[src/hdl/slm_pkg.sv]
// shared types and constants of the sorted list merge block
// no dependencies
package slm_pkg;

    localparam int DATA_W = 32;
    localparam int ACT_W  = 2;

    localparam logic [ACT_W-1:0] ACT_APPEND_FIRST  = 2'd0;
    localparam logic [ACT_W-1:0] ACT_APPEND_SECOND = 2'd1;
    localparam logic [ACT_W-1:0] ACT_MERGE         = 2'd2;

    typedef enum logic
    {
        ST_IDLE,
        ST_MERGE
    } state_t;

    typedef struct packed
    {
        logic signed [DATA_W-1:0] merged_value;
        logic                     last;
        logic                     empty_res;
        logic                     overflowed;
    } result_t;

endpackage

[src/hdl/slm_out_stage.sv]
// result output register; takes a new word whenever empty or being drained
// depends on slm_pkg
module slm_out_stage import slm_pkg::*;
(
    input  logic    clk,
    input  logic    rst_n,
    input  logic    push,
    input  result_t res,
    output logic    can_push,
    output logic    out_valid,
    input  logic    out_ready,
    output result_t out_res
);

    logic    valid_reg, valid_next;
    result_t res_reg;

    assign can_push   = !valid_reg || out_ready;
    assign valid_next = push || (valid_reg && !out_ready);
    assign out_valid  = valid_reg;
    assign out_res    = res_reg;

    always_ff @(posedge clk or negedge rst_n)
    begin
        if (!rst_n)
        begin
            valid_reg <= 1'b0;
        end
        else
        begin
            valid_reg <= valid_next;
        end
    end

    always_ff @(posedge clk)
    begin
        if (push)
        begin
            res_reg <= res;
        end
    end

endmodule

[config.mk]
export PLATFORM = sky130hd
export DESIGN_NAME = slm_out_stage
export DESIGN_NICKNAME = d
export VERILOG_FILES = /design/src/hdl/slm_pkg.sv /design/src/hdl/slm_out_stage.sv
export SDC_FILE = /design/constraint.sdc
export NUM_CORES = 1
export LEC_CHECK = 0
export ABC_AREA = 0
export BUFFER_PORTS_ARGS = -buffer_cell sky130_fd_sc_hd__buf_2
export CORE_ASPECT_RATIO = 0.75
export CORE_MARGIN = 2
export CORE_UTILIZATION = 35
export DETAILED_ROUTE_END_ITERATION = 7
export PLACE_DENSITY = 0.7
export SETUP_SLACK_MARGIN = 0.05
export SYNTH_ARGS = -nofsm -noshare
export SYNTH_HDL_FRONTEND = slang
export SYNTH_SLANG_ARGS = --single-unit
[constraint.sdc]
create_clock -name clk -period 0.8 [get_ports clk]
set_input_delay 0.16 -clock clk [delete_from_list [all_inputs] [get_ports clk]]
set_output_delay 0.16 -clock clk [all_outputs]
set_load 0.005 [all_outputs]
== After elaboration in Yosys (flattened, before gate mapping) ==
Cells that the tools add are included.

* Flip-flop bits (word level): 36
* Output and inout bits: 37
* Input bits: 39

* Reduce and logical (&&, ||, !) cells: 5

{| class="wikitable"
|+ Operators by type and width
! operator !! number
|-
| 1-bit logical NOT || 2
|-
| 1-bit logical OR || 2
|-
| 1-bit logical AND || 1
|}

== Logic depth before layout (Yosys ltp) ==
* Depth after elaboration: 3
* Mapped depth: 2
* Gate-level depth less buffers: 2

== Worst setup path after synthesis ==
No wires, ideal clock.

* Kind: register to register
* Start: register valid_reg (netlist: out_valid)
* End: register valid_reg (netlist: out_valid)
* Cell stages (with the launch flop): 3
* Clock period less this slack: 647 ps
* Library setup time: 121 ps
* Arrival: 525 ps
* Setup slack: 153 ps
* Data required time: 679 ps
* Cells stage by stage: dfrtp_1 -> nand2b_4 -> nand2b_2

* Cells in the longest elaborated chain, start to end: 2

{| class="wikitable"
|+ Ends and longest elaborated chain
! element !! RTL line !! source
|-
| from (decl) || slm_out_stage.sv:15 || <nowiki>logic valid_reg, valid_next;</nowiki>
|-
| from (signal assigned) || slm_out_stage.sv:31 || <nowiki>valid_reg <= valid_next;</nowiki>
|-
| 1-bit logical AND || slm_out_stage.sv:19 || <nowiki>assign valid_next = push || (valid_reg && !out_ready);</nowiki>
|-
| 1-bit logical OR || slm_out_stage.sv:19 ||
|-
| via valid_next || slm_out_stage.sv:15 ||
|}

The timed path passes the listed nets, and every way through them passes these cells.
A chain may end at the register's enable or synchronous reset.

== Final worst setup path ==
* Start: register valid_reg (netlist: out_valid)
* End: output can_push

* Cells in the longest elaborated chain, start to end: 2

{| class="wikitable"
|+ Ends and longest elaborated chain
! element !! RTL line !! source
|-
| 1-bit logical NOT || slm_out_stage.sv:18 || <nowiki>assign can_push = !valid_reg || out_ready;</nowiki>
|-
| 1-bit logical OR || slm_out_stage.sv:18 ||
|-
| to (decl) || slm_out_stage.sv:9 || <nowiki>output logic can_push,</nowiki>
|}

No other way between the ends.

==> reports/metrics.yaml <==
status: "finished, violations left"
violations: "negative setup slack"
path_delay_family: "flip-flops"
vias_per_cell: 4.19
rsz0062_at_grt: "true"
syn_inst: 38
crit_arrival_ps: 870
regToRegStartpoint: "out_valid"
grt_max_degree: 21
io_pins: 76
startpoint_type: "flop"
clockRootBuffer: "clkbuf_8"
finalMaxSlewViolations: 0
reg2reg_to: "out_valid"
pre_cts_ws_ps: 23.0
clockBufferDepth: 2
rows: 17
clock_skew_ps: 0
placed_area_sq_um: 1560
fin_ws_ps: -227
cp_slowest_cell: "dfrtp_1"
critPathRequiredTime_ps: 640
track_usage: 0.131
syn_avg_cell_area_sq_um: 28.9
core_sq_um: 2960
syn_area_sq_um: 1100
clock.fmax_mhz: 974
design.die.area_sq_um: 3610
die_x_microns: 68.7
min_to: "out_res[19]"
n_antenna_cell: 0
fin_crit_sh: 1.28
portBuffers: 75
final_cell_mix: "74 x buf_2, 35 x edfxtp_1, 5 x clkbuf_8"
synth_top_area_frac: 0.957
wire_per_inst_microns: 12.6
htree_num_levels: 2
place_congestion: 0.596
layout-drive-gt1-share: 0.704
synthToLayoutAreaGrowth_pct: 54.4
ys_top_cells_by_area: "edfxtp_1 96%, dfrtp_1 2.3%, nand2b_4 1.3%"
routed-via-count: 683
worstSetupEndpointType: "output pin"
power_mw: 4.13
path_class: "flop to output pin"
layout.cells.most_common: "buf_2"
ys_seq_area_frac: 0.979
fin_area_sq_um: 1700
finalNetCount: 163
crit_fanout: 2
drv_cap: 0
synth_fp_nets: 77
fin_crit_ps: 1030
worstHoldPathCells: 1
grt.overflow.total: 0
worst-path-buf-inv: 1
drt_iter0_drc: 12
holdWs_ps: 42.0
drc: 0
finalSetupViolations: 37
numCtsBuffers: 5
clk_latency_ps: 290
powerDensity_nw_per_um2: 2440
reg2regPathDepth: 3
hold_viol_final: 0
slew_headroom: 0.918
drtPass1Iterations: 4
yosys_warnings: 0
grt_pass1_wl_microns: 3050
clk_pin_slew_ps: 70
clock_sinks: 36
ys_seq_elements: 36
worstMarginPinSlew_ps: 123
die_h_microns: 52.5
initial_core_util: 0.372
hold_class: "input pin to flop"
nFillCells: 233
cts_tree: "done"
power_leakage_nw: 0.743
hpwl_microns: 1580
rrSetupSlack_ps: 60
grt_pass1_vias: 722
synthDistinctLibCells: 4
ir_drop_mv: 1.32
min-delay-start: "res[19]"
finalWirelength_microns: 2060
synth_top_area_cell: "edfxtp_1"
ant_nets: 0
max_stage_delay_ps: 410
path_cells: "nand2b_4 -> buf_6"
antenna_found_initial: 0
worst max-delay path by stage:
stage	startpoint	end	slack [ps]	cells past startpoint
after detailed placement	push	out_res[24]	20	2
final	out_valid	can_push	-230	2
after floorplan	out_valid	out_valid	150	2
after CTS	out_valid	can_push	-240	2
after global routing	out_valid	can_push	-270	2
after global placement	push	out_res[12]	30	2
worst reg2reg max path, cell delays in order (launching register included):
cell and delay, ps:
dfrtp_1 410, nand2b_4 80, buf_4 100, nand2b_2 40
layout make-up:
class                           count  area [sq um]  area share
Sequential cell                    36          1080       0.634
Tap cell                           38          47.5      0.0280
Multi-Input combinational cell      2          22.5      0.0133
Timing Repair Buffer               79           439       0.259
Clock buffer                        5          68.8      0.0406
Clock inverter                      3          42.5      0.0251
synthesized netlist by cell type:
library cell   n
edfxtp_1      35
nand2b_4       1
nand2b_2       1
dfrtp_1        1
per-layer routing:
metal  wire (microns)  share of wire  up-vias  global-route usage
li1                 -              -      323                   -
met1              631           0.31      306               0.115
met2             1050           0.51       47               0.199
met3              319           0.16        7              0.0968
met4               56          0.027        0               0.108
met5                0              0        -                   0
cells by family (layout without fill, tap and decap cells):
logic type,Yosys count,after routing,synth area share
buffers and inverters,0,87,0
DFF,36,36,0.979
and+or+nand+nor,2,2,0.0205
flip-flops by register name, summed over array words and instances, names as in the netlist:
register	flops
out_res	35
out_valid	1
timing repair:
| action | CTS | global route |
|---|---|---|
| hold buffers | 1 | 0 |
| setup endpoints to repair | 37 | 38 |
| resized for setup | 1 | 0 |
| hold endpoints to repair | 1 | 0 |
| setup buffers | 1 | 0 |
| pin swaps | 0 | 0 |
stage by stage:
| stage | TNS [ps] | utilization | instances |
|---|---|---|---|
| after floorplan | 0 | - | 38 |
| after global placement | 0 | 0.528 | 153 |
| after detailed placement | 0 | 0.528 | 153 |
| after CTS | -5960 | 0.574 | 163 |
| after global routing | -6750 | 0.574 | 163 |
| final | -5200 | 0.574 | 163 |
power by group:
part	total (mW)	internal, mW	leakage [nW]	switching [mW]
Combinational	0.329	0.193	0.336	0.136
Clock	1.54	0.921	0.0541	0.616
Sequential	2.27	2.23	0.353	0.0362
Note: power is estimated with default switching activity, not from simulation.
