==> src/hdl/slm_pkg.sv <==
// shared types and constants of the sorted list merge block
// no dependencies
package slm_pkg;

    localparam int DATA_W = 32;
    localparam int ACT_W  = 2;

    localparam logic [ACT_W-1:0] ACT_APPEND_FIRST  = 2'd0;
    localparam logic [ACT_W-1:0] ACT_APPEND_SECOND = 2'd1;
    localparam logic [ACT_W-1:0] ACT_MERGE         = 2'd2;

    typedef enum logic
    {
        ST_IDLE,
        ST_MERGE
    } state_t;

    typedef struct packed
    {
        logic signed [DATA_W-1:0] merged_value;
        logic                     last;
        logic                     empty_res;
        logic                     overflowed;
    } result_t;

endpackage

==> src/hdl/slm_store.sv <==
// one list store: single write port, single read port, registered read data
// depends on slm_pkg
module slm_store import slm_pkg::*;
#(
    parameter int DEPTH = 32,
    parameter int AW    = 5
)
(
    input  logic                     clk,
    input  logic                     wr_en,
    input  logic [AW-1:0]            wr_addr,
    input  logic signed [DATA_W-1:0] wr_data,
    input  logic [AW-1:0]            rd_addr,
    output logic signed [DATA_W-1:0] rd_data
);

    logic signed [DATA_W-1:0] mem [DEPTH];
    logic signed [DATA_W-1:0] rd_data_reg;

    always_ff @(posedge clk)
    begin
        if (wr_en)
        begin
            mem[wr_addr] <= wr_data;
        end
    end

    always_ff @(posedge clk)
    begin
        rd_data_reg <= mem[rd_addr];
    end

    assign rd_data = rd_data_reg;

endmodule

==> config.mk <==
export PLATFORM = sky130hd
export DESIGN_NAME = slm_store
export DESIGN_NICKNAME = d
export VERILOG_FILES = /design/src/hdl/slm_pkg.sv /design/src/hdl/slm_store.sv
export SDC_FILE = /design/constraint.sdc
export NUM_CORES = 1
export LEC_CHECK = 0
export BUFFER_PORTS_ARGS = -buffer_cell sky130_fd_sc_hd__clkbuf_2
export CORE_MARGIN = 8
export CORE_UTILIZATION = 32
export DETAILED_ROUTE_END_ITERATION = 10
export GPL_TIMING_DRIVEN = 0
export PLACE_DENSITY = 0.47
export SYNTH_ARGS = -nofsm -noshare
export SYNTH_HDL_FRONTEND = slang
export SYNTH_SLANG_ARGS = --single-unit
==> constraint.sdc <==
create_clock -name clk -period 4.29 [get_ports clk]
set_input_delay 0.858 -clock clk [delete_from_list [all_inputs] [get_ports clk]]
set_output_delay 0.858 -clock clk [all_outputs]
set_load 0.02 [all_outputs]
# --- Word-level counts from Yosys, hierarchy flattened ---
# Memories as Yosys holds them, arrays and structs flattened. A register that Yosys moved wholly into a read port is not among the register bits.
# Cells that the tools add are included.
# W data, S select, Z words.
word_totals:
  latchBits: 0
  ramBits: 1024
  register_bits: 0
  wordCells: 3
  in_bits: 44
  mem_count: 1
  mem_bits_ro: 0
classes:
  n_mul: 0
  n_addsub: 0
  n_lt_le_gt_ge: 0
  n_eq_ne: 0
  div: 0
  n_shift: 0
  reduce_logical: 0
  muxes: 2
  n_bitwise: 0
memory_table:
  columns: ["memory", "depth", "word_bits", "read_ports", "rd_ports_with_merged_regs", "wr", "line_no", "rtl"]
  rows:
  - ["mem", 32, 32, 1, 1, 1, "slm_store.sv:17", "logic signed [DATA_W-1:0] mem [DEPTH];"]
ops:
  columns: ["cell", "n"]
  rows:
  - ["$mux W1", 2]

# --- Depth between registers and ports, before layout ---
depth:
  depth_word: 2
  mapped_depth: 8

# --- Worst setup path before layout ---
# No wires, ideal clock.
synth_timing:
  path_type: "input to register"
  start: "input port wr_addr[1]"
  end: "memory mem[12][0] (enable)"
  setup_ns: 0.421
  n_path_buf: 1
  required_time_ns: 3.869
  t_arrival_ns: 2.871
  slack_ns: 0.998
  cell_stages: 3
  path_cell_list: "or3b_2 > clkbuf_1 > nor2_1"
synth_lines:
  columns: ["item", "line_no", "rtl"]
  rows:
  - ["from (decl)", "slm_store.sv:11", "input logic [AW-1:0] wr_addr,"]
  - ["to (decl)", "slm_store.sv:17", null]
# Straight into the memory's write port.

==> impl_metrics.json <==
{
  "grt_pass1_wl_um": 154700,
  "core_um2": 125600,
  "drc": 0,
  "start_util": 0.3224,
  "setup_viol": 0,
  "hp-class": "reg2reg",
  "synth_area_um2": 40490,
  "period_share": 0.6476,
  "hpwl_um": 72510,
  "drt-initial-drc-count": 1697,
  "place_congestion": 0.7655,
  "crit_family": "buffers and inverters",
  "drive_gt1_frac": 0.1475,
  "status": "finished, final reports clean",
  "grt_pass1_vias": 21960,
  "wl_um": 107400,
  "num_rows": 130,
  "yosysTopAreaCell": "edfxtp_1",
  "slew_headroom": 0.2053,
  "grt_max_degree": 33,
  "synth_edf_count": 1024,
  "synth_seq_cells": 1056,
  "cp_data_arrival_time_ps": 3240,
  "syn_inst": 2260,
  "max_stage_delay_ps": 570,
  "ys_seq_area_frac": 0.7754,
  "max_freq_mhz": 359.9,
  "ys_warn_count": 0,
  "yosys-top-cells-area": "edfxtp_1 (76%), mux2i_1 (13%), a22oi_1 (1.8%)",
  "areaGrowthSynthToFinish_pct": 17.26,
  "holdPathStages": 4,
  "dr.pass1.iters": 5,
  "cts_root_buf": "clkbuf_16",
  "path_cells": "clkbuf_2 > or2_2 > clkbuf_1 > clkbuf_1 > nor3_1 > a31oi_1 > nand3_1",
  "critPathLaunchType": "input port",
  "grt_usage": 0.1539,
  "worstSetupPathType": "in2reg",
  "rr_worst_depth": 5,
  "nNetsFinal": 2524,
  "required_ps": 4750,
  "p_leak_nw": 16.37,
  "port_buffers": 74,
  "die_w_um": 371.7,
  "critPathCaptureType": "flop",
  "antenna_found_initial": 7,
  "drt-vias-per-instance": 4.936,
  "worst_pin_slew_ps": 1192,
  "slowest_stage": "clkbuf_1",
  "cts-htree-levels": 3,
  "fin_worst_skew_ps": 21.39,
  "place_ws_ps": 801.6,
  "cts_tree": "done",
  "largest_reg_flops": 1024,
  "synth.avg_cell_area_um2": 17.91,
  "whs_ps": 616.1,
  "timing.final.ws_setup_ps": 1512,
  "ant_nets": 0,
  "fill_cells": 11604,
  "synthArstFlopShare": 0,
  "peakVddDrop_v": 0.0003116,
  "postCtsSetupRepairBufs": 0,
  "power_density_nw_per_um2": 466.4,
  "dieArea_um2": 138200,
  "synth_top_area_share": 0.7595,
  "synth_cell_type_count": 25,
  "path_clk_slew_ps": 60,
  "critPathMaxFanout": 10,
  "clk_latency_ps": 690,
  "numCtsBuffers": 112,
  "crit_buf_inv": 3,
  "hold_buffers": 0,
  "rsz0062_at_grt": "false",
  "cts.sinks": 1056,
  "drv_cap": 0,
  "num_io_pins": 76,
  "wire_per_inst_um": 25.41,
  "vias": 20863,
  "die_h_um": 371.7,
  "worstSetupPathDepth": 7,
  "cts_resized": 0,
  "hold_viol": 0,
  "period_minus_slack_ps": 2778,
  "maxSlewViolCount": 0,
  "crit_top_cell": "clkbuf_1",
  "syn_nets": 2304,
  "synthFlopType": "edfxtp_1",
  "clock_path_buffers": 3,
  "grt-ovfl-total": 0
}
==> metal layers <==
metal | part of all wire | GRT usage | wire length (um) | up-vias
li1 | - | - | - | 9432
met4 | 0.019 | 0.03634 | 2030 | 2
met5 | 0.00012 | 0 | 13 | -
met1 | 0.43 | 0.1991 | 46410 | 10807
met2 | 0.50 | 0.2650 | 53200 | 482
met3 | 0.054 | 0.03128 | 5768 | 140
==> cells by family (layout without fill, tap and decap cells) <==
family	count (synthesis)	after routing	share of synthesized area
flops	1056	1056	0.7753
mux	512	512	0.1266
compound gates	288	288	0.04846
simple gates	277	277	0.03100
buf+inv	127	437	0.01860
other cells	0	7	0
==> cell type report <==
cell class | count | area (um2) | share of cell area
repair buffers | 106 | 1086 | 0.02288
well taps | 1650 | 2064 | 0.04349
clock buffers | 152 | 3114 | 0.06560
plain buffers | 127 | 753.2 | 0.01587
diodes | 7 | 17.52 | 0.0003690
clock inverters | 52 | 465.4 | 0.009804
flip-flops and latches | 1056 | 31390 | 0.6612
multi-input cells | 1077 | 8582 | 0.1808
==> final timing paths <==
kind                 endpoint  slack (ps)         from
hold / removal    rd_data[28]         620  mem[10][28]
setup / recovery  rd_data[12]        1510   rd_addr[3]
setup reg to reg  rd_data[12]        2390   mem[5][12]
hold reg to reg   rd_data[28]         620  mem[10][28]
==> cells in the final DEF (no fill, tap or decap), drive strengths merged <==
master    Yosys  final
a21oi        96     96
a22o         64     64
a22oi        96     96
a31oi        32     32
and2          1      1
and2b         1      1
buf          79    111
bufinv        0      7
clkbuf       48    274
clkinv        0     36
clkinvlp      0      3
dfxtp        32     32
diode         0      7
edfxtp     1024   1024
inv           0      6
mux2i       512    512
nand2        98     98
nand2b        2      2
nand3        98     98
nand3b        5      5
nor2         34     34
nor2b         1      1
nor3         32     32
or2           1      1
or3           1      1
or3b          3      3
==> tightest hold or removal path, delay by kind of cell, from the launching register on <==
kind          cells  cell delay (ps)
flops             1              320
simple gates      3              200
mux               1               60
==> cell usage after synthesis (2+ instances only) <==
library cell,n
a22o_1,64
nor3_1,32
clkbuf_4,2
a22oi_1,96
nand2_1,98
mux2i_1,512
nand2b_1,2
dfxtp_1,32
buf_6,15
nand3b_1,5
clkbuf_1,46
or3b_2,3
buf_1,5
nand3_1,98
buf_2,26
nor2_1,34
buf_4,33
edfxtp_1,1024
a21oi_1,96
a31oi_1,32
==> stage by stage <==
| stage | total power (W) | TNS [ps] | instances | utilization | area [um2] |
|---|---|---|---|---|---|
| after floorplan | 0.01237 | 0 | 2260 | - | 40490 |
| after global placement | 0.01294 | -608160 | 3984 | 0.3418 | 42920 |
| after detailed placement | 0.01299 | 0 | 4016 | 0.3494 | 43880 |
| after CTS | 0.02241 | 0 | 4220 | 0.3779 | 47460 |
| after global routing | 0.02289 | 0 | 4220 | 0.3779 | 47460 |
| final | 0.02214 | 0 | 4227 | 0.3781 | 47470 |
==> power breakdown <==
part           leakage [nW]  internal [W]  total [W]  switching, W
registers              9.49        0.0115     0.0115     0.0000371
logic                  5.11      0.000368    0.00123      0.000865
clock network          1.76       0.00548    0.00940       0.00391
No activity file was read; power rests on OpenSTA's default activity.
