===== config.mk =====
export PLATFORM = sky130hd
export DESIGN_NAME = slm_ctrl
export DESIGN_NICKNAME = d
export VERILOG_FILES = /design/src/hdl/slm_pkg.sv /design/src/hdl/slm_ctrl.sv
export SDC_FILE = /design/constraint.sdc
export NUM_CORES = 1
export LEC_CHECK = 0
export BUFFER_PORTS_ARGS = -buffer_cell sky130_fd_sc_hd__buf_2
export CORE_ASPECT_RATIO = 0.8
export CORE_MARGIN = 5
export CORE_UTILIZATION = 51
export CTS_CLUSTER_SIZE = 28
export DETAILED_ROUTE_END_ITERATION = 16
export PLACE_DENSITY = 0.89
export SYNTH_ARGS = -nofsm -noshare
export SYNTH_HDL_FRONTEND = slang
export SYNTH_SLANG_ARGS = --single-unit

===== constraint.sdc =====
create_clock -name clk -period 4.5 [get_ports clk]
set_clock_uncertainty 0.15 [all_clocks]
set_input_delay 0.675 -clock clk [delete_from_list [all_inputs] [get_ports clk]]
set_output_delay 0.675 -clock clk [all_outputs]
set_load 0.02 [all_outputs]

===== src/hdl/slm_pkg.sv =====
// shared types and constants of the sorted list merge block
// no dependencies
package slm_pkg;

    localparam int DATA_W = 32;
    localparam int ACT_W  = 2;

    localparam logic [ACT_W-1:0] ACT_APPEND_FIRST  = 2'd0;
    localparam logic [ACT_W-1:0] ACT_APPEND_SECOND = 2'd1;
    localparam logic [ACT_W-1:0] ACT_MERGE         = 2'd2;

    typedef enum logic
    {
        ST_IDLE,
        ST_MERGE
    } state_t;

    typedef struct packed
    {
        logic signed [DATA_W-1:0] merged_value;
        logic                     last;
        logic                     empty_res;
        logic                     overflowed;
    } result_t;

endpackage


===== src/hdl/slm_ctrl.sv =====
// list counts, merge heads and sequencer; drives both stores
// depends on slm_pkg
module slm_ctrl import slm_pkg::*;
#(
    parameter int DEPTH = 32,
    parameter int AW    = 5,
    parameter int CW    = 6
)
(
    input  logic                     clk,
    input  logic                     rst_n,
    input  logic                     in_valid,
    output logic                     in_ready,
    input  logic [ACT_W-1:0]         action,
    output logic                     wr_a_en,
    output logic                     wr_b_en,
    output logic [AW-1:0]            wr_a_addr,
    output logic [AW-1:0]            wr_b_addr,
    output logic [AW-1:0]            rd_a_addr,
    output logic [AW-1:0]            rd_b_addr,
    input  logic signed [DATA_W-1:0] rd_a_data,
    input  logic signed [DATA_W-1:0] rd_b_data,
    input  logic                     can_push,
    output logic                     push,
    output result_t                  res
);

    state_t        state_reg, state_next;
    logic [CW-1:0] cnt_a_reg, cnt_a_next;
    logic [CW-1:0] cnt_b_reg, cnt_b_next;
    logic [CW-1:0] idx_a_reg, idx_a_next;
    logic [CW-1:0] idx_b_reg, idx_b_next;
    logic          ovf_reg, ovf_next;
    logic          accept;
    logic          lists_empty;
    logic          take_a;
    logic          last_pick;
    logic          done;

    assign in_ready    = (state_reg == ST_IDLE);
    assign accept      = in_valid && in_ready;
    assign lists_empty = (cnt_a_reg == '0) && (cnt_b_reg == '0);
    assign wr_a_addr   = cnt_a_reg[AW-1:0];
    assign wr_b_addr   = cnt_b_reg[AW-1:0];

    // pick first list on strict less, second list wins ties
    assign take_a = (idx_a_reg < cnt_a_reg)
                    && ((idx_b_reg >= cnt_b_reg) || (rd_a_data < rd_b_data));
    assign last_pick = take_a
        ? ((idx_a_reg + CW'(1) == cnt_a_reg) && (idx_b_reg == cnt_b_reg))
        : ((idx_a_reg == cnt_a_reg) && (idx_b_reg + CW'(1) == cnt_b_reg));
    assign done = (state_reg == ST_MERGE) && can_push && (lists_empty || last_pick);

    // read the head that will be current next cycle
    assign rd_a_addr = (idx_a_next == CW'(DEPTH)) ? '0 : idx_a_next[AW-1:0];
    assign rd_b_addr = (idx_b_next == CW'(DEPTH)) ? '0 : idx_b_next[AW-1:0];

    always_comb
    begin
        state_next = state_reg;
        unique case (state_reg)
            ST_IDLE:
            begin
                if (accept && (action == ACT_MERGE))
                begin
                    state_next = ST_MERGE;
                end
            end
            ST_MERGE:
            begin
                if (done)
                begin
                    state_next = ST_IDLE;
                end
            end
            default:
            begin
                state_next = ST_IDLE;
            end
        endcase
    end

    always_comb
    begin
        cnt_a_next       = cnt_a_reg;
        cnt_b_next       = cnt_b_reg;
        idx_a_next       = idx_a_reg;
        idx_b_next       = idx_b_reg;
        ovf_next         = ovf_reg;
        wr_a_en          = 1'b0;
        wr_b_en          = 1'b0;
        push             = 1'b0;
        res.merged_value = take_a ? rd_a_data : rd_b_data;
        res.last         = last_pick;
        res.empty_res    = 1'b0;
        res.overflowed   = ovf_reg;
        unique case (state_reg)
            ST_IDLE:
            begin
                idx_a_next = '0;
                idx_b_next = '0;
                if (accept)
                begin
                    priority if (action == ACT_APPEND_FIRST)
                    begin
                        if (cnt_a_reg < CW'(DEPTH))
                        begin
                            wr_a_en    = 1'b1;
                            cnt_a_next = cnt_a_reg + CW'(1);
                        end
                        else
                        begin
                            ovf_next = 1'b1;
                        end
                    end
                    else if (action == ACT_APPEND_SECOND)
                    begin
                        if (cnt_b_reg < CW'(DEPTH))
                        begin
                            wr_b_en    = 1'b1;
                            cnt_b_next = cnt_b_reg + CW'(1);
                        end
                        else
                        begin
                            ovf_next = 1'b1;
                        end
                    end
                    else
                    begin
                        ovf_next = ovf_reg;
                    end
                end
            end
            ST_MERGE:
            begin
                if (can_push)
                begin
                    push = 1'b1;
                    if (lists_empty)
                    begin
                        res.merged_value = '0;
                        res.last         = 1'b1;
                        res.empty_res    = 1'b1;
                    end
                    else if (take_a)
                    begin
                        idx_a_next = idx_a_reg + CW'(1);
                    end
                    else
                    begin
                        idx_b_next = idx_b_reg + CW'(1);
                    end
                end
                if (done)
                begin
                    cnt_a_next = '0;
                    cnt_b_next = '0;
                    idx_a_next = '0;
                    idx_b_next = '0;
                    ovf_next   = 1'b0;
                end
            end
            default:
            begin
                idx_a_next = '0;
                idx_b_next = '0;
            end
        endcase
    end

    always_ff @(posedge clk or negedge rst_n)
    begin
        if (!rst_n)
        begin
            state_reg <= ST_IDLE;
            cnt_a_reg <= '0;
            cnt_b_reg <= '0;
            idx_a_reg <= '0;
            idx_b_reg <= '0;
            ovf_reg   <= 1'b0;
        end
        else
        begin
            state_reg <= state_next;
            cnt_a_reg <= cnt_a_next;
            cnt_b_reg <= cnt_b_next;
            idx_a_reg <= idx_a_next;
            idx_b_reg <= idx_b_next;
            ovf_reg   <= ovf_next;
        end
    end

endmodule


======== After elaboration in Yosys (flattened, before gate mapping) ========
Cells that the tools add are included.
Widths: inputs -> output; s select.
storage, ports and cells
  ROM bits ................................ 0
  bits of input ports ..................... 70
  flip-flop bits (word level) ............. 26
  output and inout port bits .............. 59
  RAM bits ................................ 0
  bits in latches ......................... 0
  memories ................................ 0
  logic and storage cells ................. 98
cells by class
  reductions and logical operators ........ 16
  multiplexer cells ....................... 48
  $add $sub $neg .......................... 4
  bitwise operators ....................... 1
  div/mod/pow operators ................... 0
  $mul .................................... 0
  magnitude comparators ................... 5
  shifts and indexed selects .............. 0
  equality and inequality tests ........... 18
operators with widths
  operator             number
  $mux 34              3
  $mux 6               16
  $pmux 6 s2           4
  $lt 32x32->1         1
  $mux 32              1
  $add 6x1->6 const B  4
  $eq 6x6->1           4
  $mux 1               20
  $eq 6x6->1 const B   2
  $logic_not 6->1      2
  $lt 6x6->1 const B   2
  $ne 2x1->1 const B   6
  $mux 5               2
  $reduce_and 5->1     2
  $logic_and 1x1->1    8
  $ge 6x6->1           1
  $lt 6x6->1           1
  $ne 3x3->1 const B   2
  $pmux 1 s2           2
  $reduce_and 4->1     1
  $ne 3x1->1 const B   1
  $eq 2x1->1 const B   1
  $eq 2x2->1 const B   1
  $logic_not 2->1      1
  other kinds (3)      4

======== Longest topological paths before layout ========
  word-level depth ........................ 10
  depth in mapped cells ................... 13
  gate-level depth less buffers ........... 10

======== Least setup slack after synthesis ========
No wires, ideal clock.
  path kind ............................... input-to-output
  from .................................... input rd_b_data[31]
  to ...................................... output rd_b_addr[3]
  slack ................................... 0.841 ns
  stages .................................. 11
  arrival ................................. 2.834 ns
  required time ........................... 3.675 ns
  cell sequence ........................... inv_1 ha_1 nand4_1 or4_1 a41oi_2 o21a_1 o211ai_4 a31oi_4 buf_6 nor2_1 buf_4
on the way
  cells in the longest elaborated chain, start to end .. 10
  elaborated cells between the ends (all ways) .. 13
  classes of those cells .................. order compare: 1; eq/ne: 1; mux: 7; reduce/logical: 4
RTL lines
  item                                                line                             text
  start, declared                                     slm_ctrl.sv:22                   input logic signed [DATA_W-1:0] rd_b_data,
  $lt 32x32->1 *                                      slm_ctrl.sv:48                   && ((idx_b_reg >= cnt_b_reg) || (rd_a_data < rd_b_data));
  $logic_or 1x1->1 *                                  slm_ctrl.sv:48
  $logic_and 1x1->1 *                                 slm_ctrl.sv:48
  $mux 6 / $mux 1 (equally long branches)             slm_ctrl.sv:145, slm_ctrl.sv:50
  $mux 6 / $logic_or 1x1->1 (equally long branches)   slm_ctrl.sv:139, slm_ctrl.sv:52
  $mux 6 / $logic_and 1x1->1 (equally long branches)  slm_ctrl.sv:136, slm_ctrl.sv:52
  $mux 6 *                                            slm_ctrl.sv:154                  if (done)
  $pmux 6 s2 *                                        slm_ctrl.sv:97                   unique case (state_reg)
  net idx_b_next[3]                                   slm_ctrl.sv:32                   logic [CW-1:0] idx_b_reg, idx_b_next;
  $eq 6x6->1                                          slm_ctrl.sv:56                   assign rd_b_addr = (idx_b_next == CW'(DEPTH)) ? '0 : idx_b_next[AW-1:0];
  $mux 5 *                                            slm_ctrl.sv:56
  end, declared                                       slm_ctrl.sv:20                   output logic [AW-1:0] rd_b_addr,
Mark *: on every way through the listed nets, which the timed path passes. The rest lies on a longest branch.

======== Final worst setup path ========
  from .................................... input rd_a_data[31]
  to ...................................... output rd_b_addr[1]
on the way
  cells in the longest elaborated chain, start to end .. 10
  elaborated cells between the ends (all ways) .. 13
  classes of those cells .................. order compare: 1; eq/ne: 1; mux: 7; reduce/logical: 4
RTL lines
  item                                                line                             text
  start, declared                                     slm_ctrl.sv:21                   input logic signed [DATA_W-1:0] rd_a_data,
  $lt 32x32->1 *                                      slm_ctrl.sv:48
  $logic_or 1x1->1 *                                  slm_ctrl.sv:48
  $logic_and 1x1->1 *                                 slm_ctrl.sv:48
  $mux 6 / $mux 1 (equally long branches)             slm_ctrl.sv:145, slm_ctrl.sv:50
  $mux 6 / $logic_or 1x1->1 (equally long branches)   slm_ctrl.sv:139, slm_ctrl.sv:52
  $mux 6 / $logic_and 1x1->1 (equally long branches)  slm_ctrl.sv:136, slm_ctrl.sv:52
  $mux 6 *                                            slm_ctrl.sv:154
  $pmux 6 s2 *                                        slm_ctrl.sv:97
  $eq 6x6->1                                          slm_ctrl.sv:56
  $mux 5 *                                            slm_ctrl.sv:56
Mark *: on every way between the ends. The rest lies on a longest branch, timed or not.

==> metrics <==
status finished, final reports clean; DRC 0; footprint of the multi-input gates 0.00234 mm²; GRT overflow 0; I/O pins 129; largest stage delay on the critical path 0.59 ns; Slew Limit Fails 0; Tot GR Track Use 22.6%; Flop pwr share 24.7%; final worst slack 0.289 ns; setup violators final 0; dpl cells 613; register area 651 µm²; DRT Pass-1 Iters 5; crit-path max FO 17; ratio of cells with drive above 1 in the final layout 28.3%; CTS tree yes; CP startpoint kind input port; switching pwr 0.750 mW; ys flop type dfrtp_1; post-synthesis cell count 426; post-CTS setup buffers 0; Fin. Hold Viols 0; slew margin rel. 45.2%; most frequent cells in the layout 128 x buf_2, 67 x nor2_1, 52 x inv_1; number of synthesized flops with an enable pin 0; Nets 653; VDD IR max 0.000213 V; die width 101 µm; worst path cell trace buf_2, ha_1, nand4_1, or4_1, a41oi_2, o21a_1, o211ai_4, a31oi_4, nor2_1, buf_2; CP Class in -> out; Final GP Congestion 0.902; Post-Syn Nets 545; Worst Setup SP rd_a_data[31]; initial core utilization 52.8%; max_cap viols 0; CP dominant cell by count buf_2; Async SR Flop Fraction 100%; Clock transition at path regs 0.09 ns; DR vias 3,399; Total Routed Length 9.64 mm; Worst Path Arrival 3.39 ns; Comb power frac 64.9%; hpwl dp 7.94 mm; root buf cell clkbuf_8; Synth Area in Compound Gates 13.5%; switch share 49.6%; Num CTS Buffers 3; leakage dissipation 2.15 nW; Avg Cell Area, Syn 7.98 µm²; worst r2r path cells 10; hold buffers post-CTS 0; CTS max path bufs 2; Buffers on Ports 128; clock sink total 26; Synthesis Warnings 0; crit path capture type output port; H-Tree Depth 1; Reg2Reg Setup Slack 1.24 ns; Post-Place Worst Slack 0.331 ns; chip height 83.0 µm; final std cells w/o fill 617; vias in the first global route 3,500; worst reg2reg endpoint ovf_reg$_DFFE_PN0P_; Distinct cells, synth 50; largest net degree at the start of global routing 35; adder-cell area share of the yosys netlist 18.0%; total core area 0.00644 mm²; Power Internal 0.762 mW; clock network fraction of design power 10.4%; largest family of logic cells by synthesized area simple AND/OR/NAND/NOR gates; RSZ-0062 raised after global routing false; Post-Syn Area 0.00340 mm²; Max Clock Freq 237 MHz; DRT antenna net count 0; Die ar. 0.00841 mm²; first-pass GRT wire length 16.1 mm; setup TNS 0 ns; sequential area share after synthesis 19.1%; row cnt 26; Vias/cell 5.51; P&R area growth vs syn 18.7%; post-synthesis xor/xnor area fraction 6.95%; most common cell after layout, fill and taps aside buf_2; Filler cells 563; post-cts sizing count 0; crit path time final 4.21 ns; period utilisation layout 93.6%; Pwr Density 374 mW/mm²; Avg WL per Cell 15.6 µm; Worst Path Required 3.67 ns; Hold WC Path Type in -> async; First DRT Iteration DRCs 146; initial antenna violation count 0; number of synthesized register bits 26; diode count 0; worst r2r src cnt_a_reg[3]$_DFFE_PN0P_; mux share of post-synthesis cell area 10.0%; CP max-delay cell or4_1; clk_lat worst skew 0.28 ns; worst-margin pin slew 0.816 ns; simple-gate portion of the synthesized area 20.5%
-- final cells by class --
cell class | count | area share [%]
sequential | 26 | 16.1
inverter | 53 | 4.93
tap | 84 | 2.60
multi-input combinational | 318 | 58.1
timing repair buffer | 132 | 16.9
clock buffer | 4 | 1.36
-- worst max-delay path, delay by kind of cell --
| family | cells | cell delay (ns) |
|---|---|---|
| AND/OR/NAND/NOR | 3 | 0.93 |
| adder cells (fa/ha/maj) | 1 | 0.36 |
| buffers and inverters | 2 | 0.32 |
| AO/OA/AOI/OAI | 4 | 1.09 |
-- stage by stage --
step,utilization (%),total power [mW],hold slack [ns],instance area [µm²]
after floorplan,-,1.10,0.229,3400
after global placement,61.8,1.31,0.379,3980
after detailed placement,61.8,1.35,0.409,3980
after CTS,62.7,1.52,0.273,4040
after global routing,62.7,1.63,0.296,4040
final,62.7,1.51,0.251,4040
-- layer usage --
layer	vias to the layer above	track usage, %	share of wire [%]
met1	1545	28.5	41
met3	33	3.94	6.7
met4	0	7.85	2.9
met2	151	38.4	49
met5	-	0	0
li1	1670	-	-
-- Yosys cell counts (all sizes together) (9+ instances only) --
cell / number / area, µm²
nor2: 68 / 258
inv: 52 / 195
ha: 49 / 613
mux2i: 34 / 340
dfrtp: 26 / 651
buf: 23 / 184
nand3: 21 / 105
a21oi: 20 / 104
xnor2: 20 / 175
nand2: 17 / 66.3
nand4: 13 / 81.3
nor3: 10 / 55.1
o21ai: 9 / 45.0
-- power groups by stage --
stage	combinational (mW)	sequential [mW]	clock, mW
6_report	0.981	0.374	0.157
4_1_cts	0.984	0.371	0.161
3_3_place_gp	0.939	0.372	0
2_1_floorplan	0.745	0.351	0
5_1_grt	1.07	0.382	0.172
3_5_place_dp	0.973	0.374	0
-- cells by family after synthesis --
logic type	count (synthesis)
and+or+nand+nor	149
buffers and inverters	82
AOI/OAI and AO/OA	59
adders and majority gates	49
muxes	34
xor gates and xnor gates	27
DFF	26
-- how the worst max path moves through the flow --
stage	end	slack [ns]	cells past startpoint
6_report	rd_b_addr[1]	0.29	10
5_1_grt	res[6]	0.14	12
4_1_cts	rd_b_addr[1]	0.31	11
3_5_place_dp	rd_b_addr[1]	0.33	11
3_3_place_gp	rd_b_addr[1]	0.38	11
2_1_floorplan	rd_b_addr[3]	0.84	11
No activity file was read; power rests on OpenSTA's default activity.
